`src/hdl/cmrv_isqrt_pipe.sv`:
```
`timescale 1ns / 1ps
module cmrv_isqrt_pipe #(
  parameter int IW = 66,
  parameter int SW = 8
) (
  input  logic          clk_i,
  input  logic          rst_ni,
  input  logic          val_i,
  input  logic [IW-1:0] rad_i,
  input  logic [SW-1:0] side_i,
  output logic          val_o,
  output logic [IW/2-1:0] root_o,
  output logic [SW-1:0] side_o
);

  localparam int NS  = IW / 2;
  localparam int RMW = NS + 3;

  logic [NS-1:0]  vld_q;
  logic [IW-1:0]  rad_q  [NS];
  logic [RMW-1:0] rem_q  [NS];
  logic [NS-1:0]  root_q [NS];
  logic [SW-1:0]  side_q [NS];

  for (genvar k = 0; k < NS; k++) begin : g_stage
    logic           v_in;
    logic [IW-1:0]  rad_in;
    logic [RMW-1:0] rem_in;
    logic [NS-1:0]  root_in;
    logic [SW-1:0]  side_in;
    logic [RMW-1:0] rem_sh;
    logic [RMW-1:0] trial;

    if (k == 0) begin : g_first
      assign v_in    = val_i;
      assign rad_in  = rad_i;
      assign rem_in  = '0;
      assign root_in = '0;
      assign side_in = side_i;
    end else begin : g_next
      assign v_in    = vld_q[k-1];
      assign rad_in  = rad_q[k-1];
      assign rem_in  = rem_q[k-1];
      assign root_in = root_q[k-1];
      assign side_in = side_q[k-1];
    end

    assign rem_sh = {rem_in[RMW-3:0], rad_in[IW-1 -: 2]};
    assign trial  = {1'b0, root_in, 2'b01};

    always_ff @(posedge clk_i or negedge rst_ni) begin
      if (!rst_ni) begin
        vld_q[k] <= 1'b0;
      end else begin
        vld_q[k] <= v_in;
      end
    end

    always_ff @(posedge clk_i) begin
      rad_q[k]  <= rad_in << 2;
      side_q[k] <= side_in;
      if (rem_sh >= trial) begin
        rem_q[k]  <= rem_sh - trial;
        root_q[k] <= {root_in[NS-2:0], 1'b1};
      end else begin
        rem_q[k]  <= rem_sh;
        root_q[k] <= {root_in[NS-2:0], 1'b0};
      end
    end
  end

  assign val_o  = vld_q[NS-1];
  assign root_o = root_q[NS-1];
  assign side_o = side_q[NS-1];

endmodule

```
`config.mk`:
```
export PLATFORM = sky130hd
export DESIGN_NAME = cmrv_isqrt_pipe
export DESIGN_NICKNAME = d
export VERILOG_FILES = /design/src/hdl/cmrv_isqrt_pipe.sv
export SDC_FILE = /design/constraint.sdc
export NUM_CORES = 2
export LEC_CHECK = 0
export BUFFER_PORTS_ARGS = -buffer_cell sky130_fd_sc_hd__buf_4
export CORE_ASPECT_RATIO = 0.5
export CORE_MARGIN = 8
export CORE_UTILIZATION = 55
export CTS_CLUSTER_DIAMETER = 60
export DETAILED_ROUTE_END_ITERATION = 8
export HOLD_SLACK_MARGIN = 0.12
export PLACE_DENSITY = 0.81
export SLEW_MARGIN = 5
export SYNTH_ARGS = -nofsm -noshare
export SYNTH_HDL_FRONTEND = slang
export SYNTH_MEMORY_MAX_BITS = 65536
export SYNTH_SLANG_ARGS = --single-unit
```
`constraint.sdc`:
```
create_clock -name clk_i -period 7.6 [get_ports clk_i]
set_clock_uncertainty 0.15 [all_clocks]
set_input_delay 0.76 -clock clk_i [delete_from_list [all_inputs] [get_ports clk_i]]
set_output_delay 0.76 -clock clk_i [all_outputs]
set_load 0.1 [all_outputs]
```
==> flow_metrics.env <==
export IMPL_cp_endpoint="rem_q[21][33]"
export IMPL_tns_ns=0
export IMPL_rows=112
export IMPL_grt_pass1_wl_um=317000
export IMPL_die_w_um=628
export IMPL_max_stage_delay_ns=0.72
export IMPL_cts_clk_slew_worst_paths_ns=0.07
export IMPL_maxSlewViolCount=0
export IMPL_vias=67136
export IMPL_drtAntennaViolNets=0
export IMPL_p_per_area_nw_per_um2=330
export IMPL_clock_sinks=2951
export IMPL_fmax_mhz=222
export IMPL_wl_met3_um=7530
export IMPL_ys_seq_elements=2951
export IMPL_reg2reg_slack_ns=3.10
export IMPL_synth_largest_area_cell="dfxtp_1"
export IMPL_cp_slowest_cell="o21a_1"
export IMPL_wl_met2_um=98500
export IMPL_leakage_uw=0.0540
export IMPL_grt_start_max_net_pins=60
export IMPL_initial_core_util_pct=55.3
export IMPL_yosys_top_cells_count="dfxtp_1, inv_1, nand2_1"
export IMPL_coreArea_um2=186000
export IMPL_clock_latency_ns=0.91
export IMPL_synth_edf_count=0
export IMPL_yosysSeqAreaShare_pct=57.6
export IMPL_antenna_found_initial=2
export IMPL_period_share_pct=59.3
export IMPL_synth_ff_type="dfxtp_1"
export IMPL_cts_resized=0
export IMPL_cts_tree="done"
export IMPL_synthCells=9872
export IMPL_area_growth_pct=12.0
export IMPL_peakVddDrop_uv=205
export IMPL_reg2reg_to="rem_q[21][33]"
export IMPL_drv_cap=0
export IMPL_rsz0062_at_grt="no"
export IMPL_drt_total_wl_um=196000
export IMPL_syn_area_per_cell_um2=10.4
export IMPL_drc_errors=0
export IMPL_avgRoutedWirePerCell_um=15.3
export IMPL_cp_max_fo=29
export IMPL_critPathLaunchType="register"
export IMPL_end_kind="register"
export IMPL_yosysMostFrequentCell="dfxtp_1"
export IMPL_cts_buffers=239
export IMPL_nets=10809
export IMPL_synth_nets=10545
export IMPL_drive_gt1_share_pct=6.75
export IMPL_async_flop_share_pct=1.12
export IMPL_setup_ws_ns=3.10
export IMPL_h_tree_depth=4
export IMPL_slew_headroom_pct=27.4
export IMPL_worstPathArrival_ns=5.11
export IMPL_clockBufferDepth=4
export IMPL_crit_start="root_q[20][3]"
export IMPL_hold_slack_ns=0.151
export IMPL_synthTopCellsByArea="dfxtp_1, ha_1, xor2_1, xnor2_1, a21oi_1"
export IMPL_ios=119
export IMPL_gp_congestion=0.940
export IMPL_grt_usage_pct=18.7
export IMPL_status="complete, no violations"
export IMPL_ys_types=87
export IMPL_hold_path_class="register to register"
export IMPL_drtIter0Drc=3954
export IMPL_yosys_area_top_type_share_pct=56.8
export IMPL_vias_per_cell=5.23
export IMPL_r2r_cells=13
export IMPL_die_y_um=322
export IMPL_grt_pass1_vias=66325
export IMPL_rr_startpoint="root_q[20][3]"
export IMPL_cts_root_buf="clkbuf_16"
export IMPL_cp_cell_sequence="inv_1 -> ha_1 -> a21o_1 -> a21o_1 -> a21o_1 -> a211o_1 -> a31o_2 -> a21oi_1 -> o21a_1 -> inv_1 -> nand3_1 -> nor3b_1 -> xor2_1"
export IMPL_drt_pass1_iter_count=7
export IMPL_period_needed_ns=4.50
export IMPL_wirelength_met1_um=79300
export IMPL_netlist_area_um2=103000
export IMPL_grt_overflow=0
export IMPL_die_area_um2=202000
export IMPL_dpl_worst_slack_ns=3.16
export IMPL_nFillCells=14713
export IMPL_crit_top_cell="a21o_1"
export IMPL_top_layer_used="met4"
export IMPL_io_buffer_count=118
export IMPL_path_class="register to register"
export IMPL_setup_viol=0
export IMPL_hpwl_um=143000
export IMPL_ys_warn_count=0
export IMPL_tightestPinTransition_ns=1.09
export IMPL_required_ns=8.20
export IMPL_hold_viol=0
[how the worst min path moves through the flow]
stage,to,from,cells after the start,slack (ns)
2_1_floorplan,rad_q[0][1000],rad_q[0][934],0,0.16
3_3_place_gp,side_q[18][0],side_q[17][0],0,0.16
3_5_place_dp,rad_q[0][112],rad_q[0][46],0,0.16
4_1_cts,g_stage[14].v_in,rst_ni,2,0.16
5_1_grt,root_q[11][7],root_q[10][6],0,0.17
6_report,rad_q[0][161],rad_q[0][95],0,0.15
[metrics by stage]
step	instance area [µm²]	std cells	power, µW	utilization, %
global route	115000	12826	40000	61.9
CTS	115000	12825	38300	61.9
global placement	106000	12326	25500	57.2
finish	115000	12826	38000	61.9
detailed placement	106000	12326	25700	57.2
floorplan	103000	9872	24000	-
[cell families after synthesis]
family / share of synthesized area [%]
simple gates: 11.9
compound gates: 11.5
buf+inv: 3.50
flops: 57.6
other cells: 0.00364
fa+ha+maj: 7.25
xor+xnor: 7.42
mux: 0.827
[cell usage in the layout (no fill, tap or decap), types with 45 or more instances in the layout]
master	n
o21bai_1	49
nor3_1	245
a21o_1	284
mux2_2	64
dfxtp_1	2918
inv_1	752
clkbuf_16	240
nor2b_1	87
xor2_1	441
o21a_1	99
nand2b_1	112
ha_1	596
nand2_1	693
dlygate4sd3_1	77
or2_2	52
nor4_1	105
a31oi_1	45
a211oi_1	49
nor2_1	595
o31ai_1	75
and3_1	50
o21ai_0	488
a21oi_1	625
nand3_1	140
buf_4	144
xnor2_1	431
or3_1	107
nand4_1	112
or4_1	50
[critical path: cells and delay by family (launching register included)]
family	cells	cell delay, ns
XOR/XNOR	1	0.15
adder cells (fa/ha/maj)	1	0.30
AO/OA/AOI/OAI	7	2.22
AND/OR/NAND/NOR	2	0.50
buffers and inverters	2	0.73
flip-flops	1	0.32
[final cells by class]
cell class / count / area (µm²) / area share [%]
diodes: 1 / 2.50 / 0.00217
well taps: 2508 / 3140 / 2.72
flip-flops and latches: 2951 / 59200 / 51.4
repair buffers: 221 / 1850 / 1.61
inverters: 752 / 2820 / 2.45
multi-input cells: 5971 / 40200 / 34.9
clock inverters: 99 / 1330 / 1.15
clock buffers: 323 / 6720 / 5.83
[layer usage]
metal | up-vias | GRT usage (%)
li1 | 34094 | -
met1 | 31001 | 20.5
met2 | 1487 | 35.2
met3 | 554 | 2.74
met4 | 0 | 9.58
met5 | - | 0
[flip-flops by register name, indices dropped and copies added, names as in the netlist]
register / cells
rad_q: 1056
g_stage.v_in: 32
val_o: 1
root_q: 561
side_q: 264
rem_q: 1037
[power by group]
part           leakage, µW  internal, µW  switching, µW
logic               0.0253          2690           3290
clock network      0.00393          7100           5460
registers           0.0248         17800           1660
total               0.0540         27600          10400
[repair_timing]
item / CTS / global route
setup buffers: 0 / 0
endpoints found under the hold margin: 109 / 0
hold buffers: 77 / 0
Note: power is estimated with default switching activity, not from simulation.
