[config.mk]
export PLATFORM = sky130hd
export DESIGN_NAME = cmrv_cfg
export DESIGN_NICKNAME = d
export VERILOG_FILES = /design/src/hdl/cmrv_pkg.sv /design/src/hdl/cmrv_cfg.sv
export SDC_FILE = /design/constraint.sdc
export NUM_CORES = 2
export LEC_CHECK = 0
export BUFFER_PORTS_ARGS = -buffer_cell sky130_fd_sc_hd__buf_4
export CAP_MARGIN = 20
export CORE_MARGIN = 10
export CORE_UTILIZATION = 40
export DETAILED_ROUTE_END_ITERATION = 8
export PLACE_DENSITY = 0.67
export SLEW_MARGIN = 25
export SYNTH_ARGS = -nofsm -noshare
export SYNTH_HDL_FRONTEND = slang
export SYNTH_SLANG_ARGS = --single-unit
[constraint.sdc]
create_clock -name clk_i -period 24.7 [get_ports clk_i]
set_input_delay 4.94 -clock clk_i [delete_from_list [all_inputs] [get_ports clk_i]]
set_output_delay 4.94 -clock clk_i [all_outputs]
set_load 0.01 [all_outputs]
[src/hdl/cmrv_pkg.sv]
`timescale 1ns / 1ps
package cmrv_pkg;

  localparam int CFG_DW = 31;
  localparam int CFG_IW = 2;

  typedef enum logic [CFG_IW-1:0] {
    REG_VOXEL_SIZE     = 2'd0,
    REG_REPULSION_GAIN = 2'd1,
    REG_TINY_VALUE     = 2'd2
  } cfg_reg_e;

  typedef enum logic [1:0] {
    CFG_IDLE,
    CFG_SQUARE,
    CFG_TRIPLE,
    CFG_ROOT
  } cfg_state_e;

  typedef struct packed {
    logic signed [31:0] cell_x;
    logic signed [31:0] cell_y;
    logic signed [31:0] cell_z;
    logic signed [31:0] voxel_x;
    logic signed [31:0] voxel_y;
    logic signed [31:0] voxel_z;
    logic [30:0]        cell_radius;
    logic [30:0]        nucleus_radius;
    logic [30:0]        matrix_density;
    logic signed [31:0] vel_x;
    logic signed [31:0] vel_y;
    logic signed [31:0] vel_z;
  } in_t;

  typedef struct packed {
    logic signed [31:0] new_vel_x;
    logic signed [31:0] new_vel_y;
    logic signed [31:0] new_vel_z;
    logic [30:0]        deform_increment;
    logic               applied;
  } out_t;

  typedef struct packed {
    logic [30:0] gain;
    logic [15:0] tiny;
    logic [30:0] ecm_radius;
  } cfg_t;

endpackage

[src/hdl/cmrv_cfg.sv]
`timescale 1ns / 1ps
module cmrv_cfg import cmrv_pkg::*; #(
  parameter int FRAC_BITS = 16
) (
  input  logic              clk_i,
  input  logic              rst_ni,
  input  logic              cfg_we_i,
  input  logic [CFG_IW-1:0] cfg_idx_i,
  input  logic [CFG_DW-1:0] cfg_data_i,
  output cfg_t              cfg_o,
  output logic              busy_o
);

  localparam int ROOT_STEPS = 32;
  localparam int CW = $clog2(ROOT_STEPS);
  localparam logic [30:0] VOXEL_RST = 31'(20) << FRAC_BITS;
  localparam logic [30:0] GAIN_RST  = 31'(1) << FRAC_BITS;

  cfg_state_e state_q, state_d;
  logic [30:0]   vs_q;
  logic [30:0]   gain_q;
  logic [15:0]   tiny_q;
  logic [30:0]   ecm_q;
  logic [63:0]   rad_q;
  logic [34:0]   rem_q;
  logic [31:0]   root_q;
  logic [CW-1:0] cnt_q;
  logic          vs_write;
  logic          last_step;
  logic [34:0]   rem_sh;
  logic [34:0]   trial;
  logic          take;

  assign vs_write  = cfg_we_i && (cfg_reg_e'(cfg_idx_i) == REG_VOXEL_SIZE);
  assign last_step = (cnt_q == CW'(ROOT_STEPS - 1));
  assign rem_sh    = {rem_q[32:0], rad_q[63:62]};
  assign trial     = {1'b0, root_q, 2'b01};
  assign take      = (rem_sh >= trial);

  always_comb begin
    state_d = state_q;
    unique case (state_q)
      CFG_IDLE:   state_d = CFG_IDLE;
      CFG_SQUARE: state_d = CFG_TRIPLE;
      CFG_TRIPLE: state_d = CFG_ROOT;
      CFG_ROOT: begin
        if (last_step) begin
          state_d = CFG_IDLE;
        end
      end
      default:    state_d = CFG_IDLE;
    endcase
    if (vs_write) begin
      state_d = CFG_SQUARE;
    end
  end

  always_comb begin
    busy_o = (state_q != CFG_IDLE);
  end

  always_ff @(posedge clk_i or negedge rst_ni) begin
    if (!rst_ni) begin
      state_q <= CFG_SQUARE;
      vs_q    <= VOXEL_RST;
      gain_q  <= GAIN_RST;
      tiny_q  <= 16'd1;
      cnt_q   <= '0;
    end else begin
      state_q <= state_d;
      if (cfg_we_i) begin
        unique case (cfg_reg_e'(cfg_idx_i))
          REG_VOXEL_SIZE:     vs_q   <= cfg_data_i;
          REG_REPULSION_GAIN: gain_q <= cfg_data_i;
          REG_TINY_VALUE:     tiny_q <= cfg_data_i[15:0];
          default: ;
        endcase
      end
      if (state_q == CFG_ROOT) begin
        cnt_q <= cnt_q + CW'(1);
      end else begin
        cnt_q <= '0;
      end
    end
  end

  always_ff @(posedge clk_i) begin
    case (state_q)
      CFG_SQUARE: begin
        rad_q <= 64'(vs_q) * 64'(vs_q);
      end
      CFG_TRIPLE: begin
        rad_q  <= rad_q + {rad_q[62:0], 1'b0};
        rem_q  <= '0;
        root_q <= '0;
      end
      CFG_ROOT: begin
        rad_q  <= rad_q << 2;
        rem_q  <= take ? rem_sh - trial : rem_sh;
        root_q <= {root_q[30:0], take};
        if (last_step) begin
          ecm_q <= root_q[30:0];
        end
      end
      default: ;
    endcase
  end

  assign cfg_o.gain       = gain_q;
  assign cfg_o.tiny       = tiny_q;
  assign cfg_o.ecm_radius = ecm_q;

endmodule

==> results.json <==
{
  "synth.cell_area_um2": 42430,
  "slew_violations": 0,
  "drt-pass1-iter-count": 5,
  "maxCapViolCount": 0,
  "min_path_cells": 1,
  "dieArea_um2": 119500,
  "cts_tree": "done",
  "avgSynthCellArea_um2": 9.555,
  "syn_nets": 5597,
  "setup_slack_ns": 15.85,
  "drt_iter0_markers": 2056,
  "setup_tns_ns": 0,
  "via_per_inst": 5.253,
  "utilization": 0.4361,
  "initial_core_util": 0.4031,
  "path_class": "register to register",
  "hpwl_um": 84840,
  "vias": 30804,
  "skew_ns": 0.05363,
  "area.growth.synth_to_final_pct": 8.189,
  "cp.required_ns": 25.01,
  "worst_pin_slew_ns": 1.033,
  "rsz0062_at_grt": "false",
  "drt_wl_total_um": 107000,
  "async_reset_ff_frac": 0.3469,
  "clkSinkCount": 245,
  "clk_latency_ns": 0.61,
  "antenna_found_initial": 4,
  "yosys_warnings": 0,
  "fin_cells": 5864,
  "post-place-cells": 5799,
  "place_congestion": 0.9395,
  "grt_pass1_wl_um": 175100,
  "place_ws_ns": 15.96,
  "synth_seq_cells": 245,
  "synth_top_cell_by_area": "fa_1",
  "period_needed_ns": 8.846,
  "grt_max_degree": 100,
  "hold_class": "register to register",
  "grt_usage": 0.1787,
  "yosysMostFrequentCell": "inv_1",
  "cts_inserted_buffers": 34,
  "clock-root-buffer": "clkbuf_16",
  "fp.dieW_um": 345.7,
  "grt-ovfl-total": 0,
  "slowest_delay_ns": 0.82,
  "fin_nets": 5600,
  "synth_common_cells": "inv_1 (967), fa_1 (749), nand2_1 (447)",
  "ant_nets": 0,
  "synth_cell_types": 79,
  "max_freq_mhz": 113.0,
  "synth_top_area_frac": 0.3534,
  "worst-path-stages": 25,
  "core_area_um2": 105300,
  "grt_pass1_vias": 32809,
  "hold_viol_final": 0,
  "drive_gt1_frac": 0.07226,
  "cts_setup_buffers": 0,
  "cp_common_cell": "fa_1",
  "crit_path_max_fanout": 17,
  "yosys-top-cells-area": "fa_1 (35%), edfxtp_1 (11%), ha_1 (11%)",
  "dieHeight_um": 345.7,
  "ys_seq_area_frac": 0.1635,
  "cp_slowest_cell": "dfrtp_1",
  "wl_per_cell_um": 18.24,
  "ctsResizeCount": 0,
  "synth-edff-count": 160,
  "postCtsHoldBufs": 0,
  "status": "completed",
  "syn_inst": 4441,
  "htree_levels": 2,
  "ios": 115,
  "crit_family": "adder cells",
  "fin_crit_sh": 0.3581,
  "rr_worst_depth": 25,
  "relSlewSlack": 0.2932,
  "setup_viol": 0,
  "clockBufferDepth": 3,
  "numPortBuffers": 114,
  "clk_pin_slew_ns": 0.07,
  "cp-end-kind": "register",
  "std_cell_rows": 119,
  "start_kind": "register",
  "worst-path-buf-inv": 5,
  "ys.flop_type": "edfxtp_1",
  "drc": 0,
  "arrival_ns": 9.16
}
-- cells in the final DEF, fill, tap and decap left out, types with 10 or more instances in the layout --
master	n
a211oi_1	20
a21boi_0	24
a21o_1	95
a21oi_1	167
a22oi_1	35
a31oi_1	25
and2_1	227
and3_1	15
buf_4	151
clkbuf_16	34
dfrtp_1	74
edfxtp_1	160
fa_1	749
ha_1	370
inv_1	964
mux2_2	66
nand2_1	447
nand2b_1	10
nand3_1	43
nand4_1	35
nor2_1	122
nor2b_1	21
nor3_1	34
o211ai_1	10
o21a_1	20
o21ai_0	138
o21bai_1	38
o221ai_1	21
o31ai_1	13
or2_2	16
or3_1	12
xnor2_1	98
xor2_1	58
-- stage by stage --
step | hold slack [ns] | instance area (µm²)
after floorplan | 0.4315 | 42430
after global placement | 0.4481 | 44640
after detailed placement | 0.4546 | 44640
after CTS | 0.4629 | 45900
after global routing | 0.4904 | 45900
final | 0.4622 | 45910
-- path summary, 6_finish.rpt --
| path | from | endpoint | slack, ns |
|---|---|---|---|
| min in group asynchronous | rst_ni | vs_q[5]$_DFFE_PN0P_ | 4.24 |
| worst max-delay path | vs_q[11]$_DFFE_PN0P_ | rad_q[52]$_DFFE_PN_ | 15.85 |
| worst min-delay path | cnt_q[0]$_DFF_PN0_ | cnt_q[0]$_DFF_PN0_ | 0.46 |
| worst min register to register | cnt_q[0]$_DFF_PN0_ | cnt_q[0]$_DFF_PN0_ | 0.46 |
| max in group asynchronous | rst_ni | vs_q[3]$_DFFE_PN0P_ | 19.11 |
| worst max register to register | vs_q[11]$_DFFE_PN0P_ | rad_q[52]$_DFFE_PN_ | 15.85 |
-- logic make-up after synthesis --
logic type / Yosys count / share of synthesized area
buf+inv: 1153 / 0.1021
fa+ha+maj: 1120 / 0.4628
simple gates: 1011 / 0.1142
compound gates: 685 / 0.1066
flops: 245 / 0.1635
xor+xnor: 156 / 0.03220
mux: 71 / 0.01869
-- sequential cells by signal, indices dropped and copies added, names as in the netlist --
register and cells:
cnt_q 5, ecm_q 31, rad_q 64, tiny_q 16, rem_q 33, state_q 2
vs_q 31, gain_q 31, root_q 32
-- layout make-up --
cell class / count / area (µm²)
Multi-Input combinational cell: 3043 / 31180
Clock buffer: 41 / 887.1
Inverter: 969 / 3640
Fill cell: 10035 / 59360
Antenna cell: 3 / 7.507
Timing Repair Buffer: 151 / 1134
Sequential cell: 245 / 6945
Tap cell: 1391 / 1740
Clock inverter: 21 / 370.4
-- routing by layer --
metal  global-route usage  wire length, µm
met1               0.2350            45510
met2               0.3075            52660
met3              0.02385             6412
met4              0.04538             2394
met5                    0                0
Power is left out: the tool's default activity adds up to more than one toggle a clock period on the data nets, which glitch-free logic cannot reach.
