`src/hdl/cmrv_div_pipe.sv`:
```
`timescale 1ns / 1ps
module cmrv_div_pipe #(
  parameter int DW    = 32,
  parameter int QW    = 17,
  parameter int LANES = 2,
  parameter int SW    = 8
) (
  input  logic                              clk_i,
  input  logic                              rst_ni,
  input  logic                              val_i,
  input  logic [LANES-1:0][DW+QW-1:0]       num_i,
  input  logic [LANES-1:0][DW-1:0]          den_i,
  input  logic [SW-1:0]                     side_i,
  output logic                              val_o,
  output logic [LANES-1:0][QW-1:0]          quo_o,
  output logic [SW-1:0]                     side_o
);

  logic [QW-1:0]                 vld_q;
  logic [LANES-1:0][DW-1:0]      rem_q  [QW];
  logic [LANES-1:0][QW-1:0]      low_q  [QW];
  logic [LANES-1:0][QW-1:0]      quo_q  [QW];
  logic [LANES-1:0][DW-1:0]      den_q  [QW];
  logic [SW-1:0]                 side_q [QW];

  for (genvar k = 0; k < QW; k++) begin : g_stage
    logic                      v_in;
    logic [LANES-1:0][DW-1:0]  rem_in;
    logic [LANES-1:0][QW-1:0]  low_in;
    logic [LANES-1:0][QW-1:0]  quo_in;
    logic [LANES-1:0][DW-1:0]  den_in;
    logic [SW-1:0]             side_in;
    logic [LANES-1:0][DW-1:0]  rem_nx;
    logic [LANES-1:0][QW-1:0]  quo_nx;

    if (k == 0) begin : g_first
      assign v_in    = val_i;
      assign den_in  = den_i;
      assign side_in = side_i;
      assign quo_in  = '0;
      for (genvar l = 0; l < LANES; l++) begin : g_lane
        assign rem_in[l] = num_i[l][DW+QW-1 -: DW];
        assign low_in[l] = num_i[l][QW-1:0];
      end
    end else begin : g_next
      assign v_in    = vld_q[k-1];
      assign rem_in  = rem_q[k-1];
      assign low_in  = low_q[k-1];
      assign quo_in  = quo_q[k-1];
      assign den_in  = den_q[k-1];
      assign side_in = side_q[k-1];
    end

    always_comb begin
      logic [DW:0] rem_sh;
      logic [DW:0] diff;
      for (int l = 0; l < LANES; l++) begin
        rem_sh    = {rem_in[l], low_in[l][QW-1]};
        diff      = rem_sh - {1'b0, den_in[l]};
        rem_nx[l] = diff[DW] ? rem_sh[DW-1:0] : diff[DW-1:0];
        quo_nx[l] = {quo_in[l][QW-2:0], ~diff[DW]};
      end
    end

    always_ff @(posedge clk_i or negedge rst_ni) begin
      if (!rst_ni) begin
        vld_q[k] <= 1'b0;
      end else begin
        vld_q[k] <= v_in;
      end
    end

    always_ff @(posedge clk_i) begin
      rem_q[k]  <= rem_nx;
      quo_q[k]  <= quo_nx;
      den_q[k]  <= den_in;
      side_q[k] <= side_in;
      for (int l = 0; l < LANES; l++) begin
        low_q[k][l] <= low_in[l] << 1;
      end
    end
  end

  assign val_o  = vld_q[QW-1];
  assign quo_o  = quo_q[QW-1];
  assign side_o = side_q[QW-1];

endmodule

```
`config.mk`:
```
export PLATFORM = sky130hd
export DESIGN_NAME = cmrv_div_pipe
export DESIGN_NICKNAME = d
export VERILOG_FILES = /design/src/hdl/cmrv_div_pipe.sv
export SDC_FILE = /design/constraint.sdc
export NUM_CORES = 2
export LEC_CHECK = 0
export BUFFER_PORTS_ARGS = -buffer_cell sky130_fd_sc_hd__buf_2
export CORE_ASPECT_RATIO = 0.5
export CORE_MARGIN = 1.5
export CORE_UTILIZATION = 30
export CTS_BUF_LIST = sky130_fd_sc_hd__clkbuf_8
export CTS_CLUSTER_DIAMETER = 60
export DETAILED_ROUTE_END_ITERATION = 7
export PLACE_DENSITY_LB_ADDON = 0.25
export SLEW_MARGIN = 20
export SYNTH_ARGS = -nofsm -noshare
export SYNTH_HDL_FRONTEND = slang
export SYNTH_SLANG_ARGS = --single-unit
```
`constraint.sdc`:
```
create_clock -name clk_i -period 5.9 [get_ports clk_i]
set_clock_uncertainty 0.1 [all_clocks]
set_input_delay 0 -clock clk_i [delete_from_list [all_inputs] [get_ports clk_i]]
set_output_delay 0 -clock clk_i [all_outputs]
set_load 0.01 [all_outputs]
```
==> qor.tcl <==
set qor(status) {completed}
set qor(worstSetupPathType) {in2reg}
set qor(dieWidth_um) 910
set qor(p_int_mw) 56.3
set qor(p_sw_share_pct) 37.7
set qor(seq_area_frac_synth_pct) 45.1
set qor(htree_num_levels) 5
set qor(worst_ir_drop_vdd_mv) 0.275
set qor(drv_slew) 0
set qor(regToRegEndpoint) {rem_q[0][488]$_DFF_P_}
set qor(setup-tns-final_ns) 0
set qor(timing.critical_path.required_ns) 6.68
set qor(count_of_yosys_warnings_during_synthesis) 0
set qor(power.clock.fraction_pct) 18.9
set qor(pwr-share-seq_pct) 31.1
set qor(cts_buffer_depth) 4
set qor(worst_skew_pair.late_latency_ns) 1.06
set qor(dieArea_sq_um) 416000
set qor(avgSynthCellArea_sq_um) 10.0
set qor(first_iter_violations) 4090
set qor(starting_density_of_the_core_pct) 30.2
set qor(drc) 0
set qor(layout.cell_area.non_filler_sq_um) 145000
set qor(postPlaceCellArea_sq_um) 131000
set qor(timing.reg2reg.worst_path_depth) 14
set qor(netlist.top_cell.by_area) {sky130_fd_sc_hd__dfxtp_1}
set qor(avgViaCountPerCell) 4.55
set qor(crit_path_end_kind) {register}
set qor(dp_hpwl_um) 218000
set qor(initial_antenna_violation_count) 10
set qor(timing.critical_path.arrival_ns) 6.28
set qor(via_count) 86600
set qor(wirelength_um) 289000
set qor(rows) 166
set qor(grt_max_degree) 41
set qor(cts-root-buf) {sky130_fd_sc_hd__clkbuf_8}
set qor(finalHoldViolCount) 0
set qor(firstDrtPassIters) 6
set qor(holdPathStages) 5
set qor(synthesis.area_sq_um) 124000
set qor(remaining_number_of_nets_flagged_by_the_antenna_check_after_routing) 0
set qor(clock-sinks) 2779
set qor(synth_top_cells_by_area) {sky130_fd_sc_hd__dfxtp_1, sky130_fd_sc_hd__ha_1, sky130_fd_sc_hd__mux2_2, sky130_fd_sc_hd__inv_1, sky130_fd_sc_hd__xnor2_1}
set qor(die_y_um) 457
set qor(cts_inserted_buffers) 429
set qor(critPathLaunchType) {input pin}
set qor(ys.flop_type) {sky130_fd_sc_hd__dfxtp_1}
set qor(min-delay-path-class) {in2reg}
set qor(power.density_cell_area_nw_per_um2) 625
set qor(maxSlewHeadroom_pct) 32.0
set qor(setup_repair_after_global_routing_missed_its_margin) {no}
set qor(final-instance-count-excl-fill) 19000
set qor(cts_tree) {done}
set qor(critical_path_peak_fanout) 22
set qor(grt_pass1_vias) 87300
set qor(place.gp.congestion) 0.875
set qor(combPwrFrac_pct) 50.0
set qor(count_of_flip_flops_with_a_built_in_enable_after_synthesis) 0
set qor(tightestPinTransition_ns) 1.02
set qor(finish.net_count) 14500
set qor(postSynth.asyncResetShare_pct) 0.612
set qor(static-leakage-power_nw) 66.7
set qor(net_switching_power_figure_mw) 34.1
set qor(tmin_final_ns) 5.51
set qor(clock.fmax_mhz) 182
set qor(floorplan.io_pins) 216
set qor(synth_cells) 12300
set qor(layout-drive-gt1-share_pct) 13.7
set qor(ff2ff_setup_slack_ns) 1.21
set qor(crit_share_post_route_pct) 93.3
set qor(clkSlewWorstSetupHoldPaths_ns) 0.08
set qor(critical_path_start) {den_i[0]}
set qor(timing.max_cap.violations) 0
set qor(global_route_wire_length_before_repair_um) 464000
set qor(post_cts_resize_count) 0
set qor(r2r_start) {low_q[6][31]$_DFF_P_}
set qor(grt_overflow_total) 0
set qor(port_buffers) 215
set qor(timing.hold.worst_endpoint) {quo_q[0][0]$_DFF_P_}
set qor(setup-violations-final) 0
set qor(synth_cell_type_count) 102
set qor(gr-usage-all-layers_pct) 13.5
set qor(hp-start) {num_i[48]}
set qor(placeableCoreArea_sq_um) 409000
set qor(post_synthesis_net_count) 13600
set qor(area.growth.synth_to_final_pct) 17.2
set qor(synth_seq_cells) 2779
set qor(yosys.area.top_type_share_pct) 44.8
set qor(finish.utilization_pct) 35.3
set qor(placed_cells_incl_taps) 17800
set qor(wirelength_per_cell_um) 15.2
## worst max path at each step
| stage | endpoint | slack [ns] | cells past startpoint |
|---|---|---|---|
| global route | rem_q[0][10]$_DFF_P_ | 0.18 | 19 |
| CTS | rem_q[0][13]$_DFF_P_ | 0.44 | 19 |
| floorplan | rem_q[0][440]$_DFF_P_ | 2.29 | 15 |
| detailed placement | rem_q[0][486]$_DFF_P_ | 1.26 | 14 |
| finish | rem_q[0][8]$_DFF_P_ | 0.39 | 19 |
| global placement | rem_q[0][354]$_DFF_P_ | 1.25 | 14 |
## power by group through the flow
stage | clock network [mW] | logic, mW | registers (mW)
6_report | 17.0 | 45.2 | 28.1
5_1_grt | 18.6 | 50.4 | 28.7
4_1_cts | 17.8 | 45.1 | 28.2
3_5_place_dp | 0 | 44.2 | 28.6
3_3_place_gp | 0 | 43.7 | 28.8
2_1_floorplan | 0 | 36.4 | 26.8
## layout make-up
class	instances	area, sq um
clock buffer	539	7420
multi-input combinational	7972	61900
antenna	14	35.0
sequential	2779	55700
timing repair buffer	708	6020
clock inverter	229	1750
fill	41000	265000
tap	5460	6830
inverter	1340	5030
## per-layer routing
| metal | part of all wire (%) | GRT usage (%) | routed length, um |
|---|---|---|---|
| met5 | 0 | 0 | 0 |
| met2 | 43 | 21.5 | 124000 |
| met1 | 50 | 18.6 | 145000 |
| met4 | 3.3 | 4.65 | 9490 |
| met3 | 3.6 | 2.04 | 10300 |
## stage by stage
stage	setup WS (ns)	power, mW	hold slack, ns
after floorplan	2.29	63.2	-0.396
after global placement	1.25	72.4	-0.169
after detailed placement	1.26	72.8	-0.161
after CTS	0.441	91.1	0.00122
after global routing	0.180	97.6	0.0486
final	0.393	90.4	0.101
## state kept, by name (all words and copies together), names as in the netlist
register	cells
den_q	1024
g_stage.v_in	16
low_q	272
quo_q	306
rem_q	1024
side_q	136
val_o	1
## what timing repair did
action	4_1_cts	5_1_grt
buffers inserted	0	2
endpoints found under the hold margin	188	0
hold buffers	458	0
endpoints found under the setup margin	0	19
## cell usage after synthesis, types with 146 or more instances
cell	instances
sky130_fd_sc_hd__dfxtp_1	2762
sky130_fd_sc_hd__inv_1	1338
sky130_fd_sc_hd__ha_1	1086
sky130_fd_sc_hd__a21oi_1	892
sky130_fd_sc_hd__mux2_2	812
sky130_fd_sc_hd__nor2_1	570
sky130_fd_sc_hd__nand2_1	569
sky130_fd_sc_hd__xnor2_1	549
sky130_fd_sc_hd__o21ai_0	517
sky130_fd_sc_hd__a21o_1	506
sky130_fd_sc_hd__xor2_1	320
sky130_fd_sc_hd__nand3_1	197
sky130_fd_sc_hd__clkbuf_1	169
sky130_fd_sc_hd__nor2b_1	154
sky130_fd_sc_hd__o21a_1	146
## logic make-up (layout without fill, tap and decap cells)
| logic type | Yosys count | count (layout) | share of synthesized area (%) |
|---|---|---|---|
| muxes | 963 | 963 | 8.68 |
| DFF | 2779 | 2779 | 45.1 |
| buffers and inverters | 1595 | 2816 | 5.02 |
| and+or+nand+nor | 2127 | 2127 | 8.30 |
| xor gates and xnor gates | 877 | 877 | 6.27 |
| adders and majority gates | 1118 | 1118 | 11.5 |
| other | 0 | 14 | 0 |
| AOI/OAI and AO/OA | 2887 | 2887 | 15.1 |
## cells in the final DEF, fill, tap and decap left out, drive strengths merged, types with 97 or more instances in the layout
cell / n
dfxtp: 2762
inv: 1443
ha: 1086
a21oi: 896
mux2: 866
nor2: 570
nand2: 569
xnor2: 554
o21ai: 541
clkbuf: 539
a21o: 506
dlygate4sd3: 458
xor2: 323
buf: 250
nand3: 197
nor2b: 154
o21a: 146
nand2b: 141
a31oi: 127
nand4: 110
nor3: 108
mux2i: 97
## worst max-delay path, cell delays in order
cell,delay [ns]
sky130_fd_sc_hd__dlygate4sd3_1,0.55
sky130_fd_sc_hd__dlygate4sd3_1,0.57
sky130_fd_sc_hd__buf_2,0.12
sky130_fd_sc_hd__dlygate4sd3_1,0.58
sky130_fd_sc_hd__ha_1,0.23
sky130_fd_sc_hd__fa_1,0.42
sky130_fd_sc_hd__nand2b_1,0.17
sky130_fd_sc_hd__a21boi_0,0.31
sky130_fd_sc_hd__o21ai_0,0.21
sky130_fd_sc_hd__a211o_1,0.37
sky130_fd_sc_hd__a2111oi_2,0.41
sky130_fd_sc_hd__o21ai_0,0.20
sky130_fd_sc_hd__a31o_2,0.28
sky130_fd_sc_hd__o21ai_0,0.18
sky130_fd_sc_hd__a21oi_1,0.17
sky130_fd_sc_hd__xor2_4,0.20
sky130_fd_sc_hd__buf_4,0.34
sky130_fd_sc_hd__mux2_2,0.38
sky130_fd_sc_hd__dlygate4sd3_1,0.57
(Power assumes the default switching activity.)
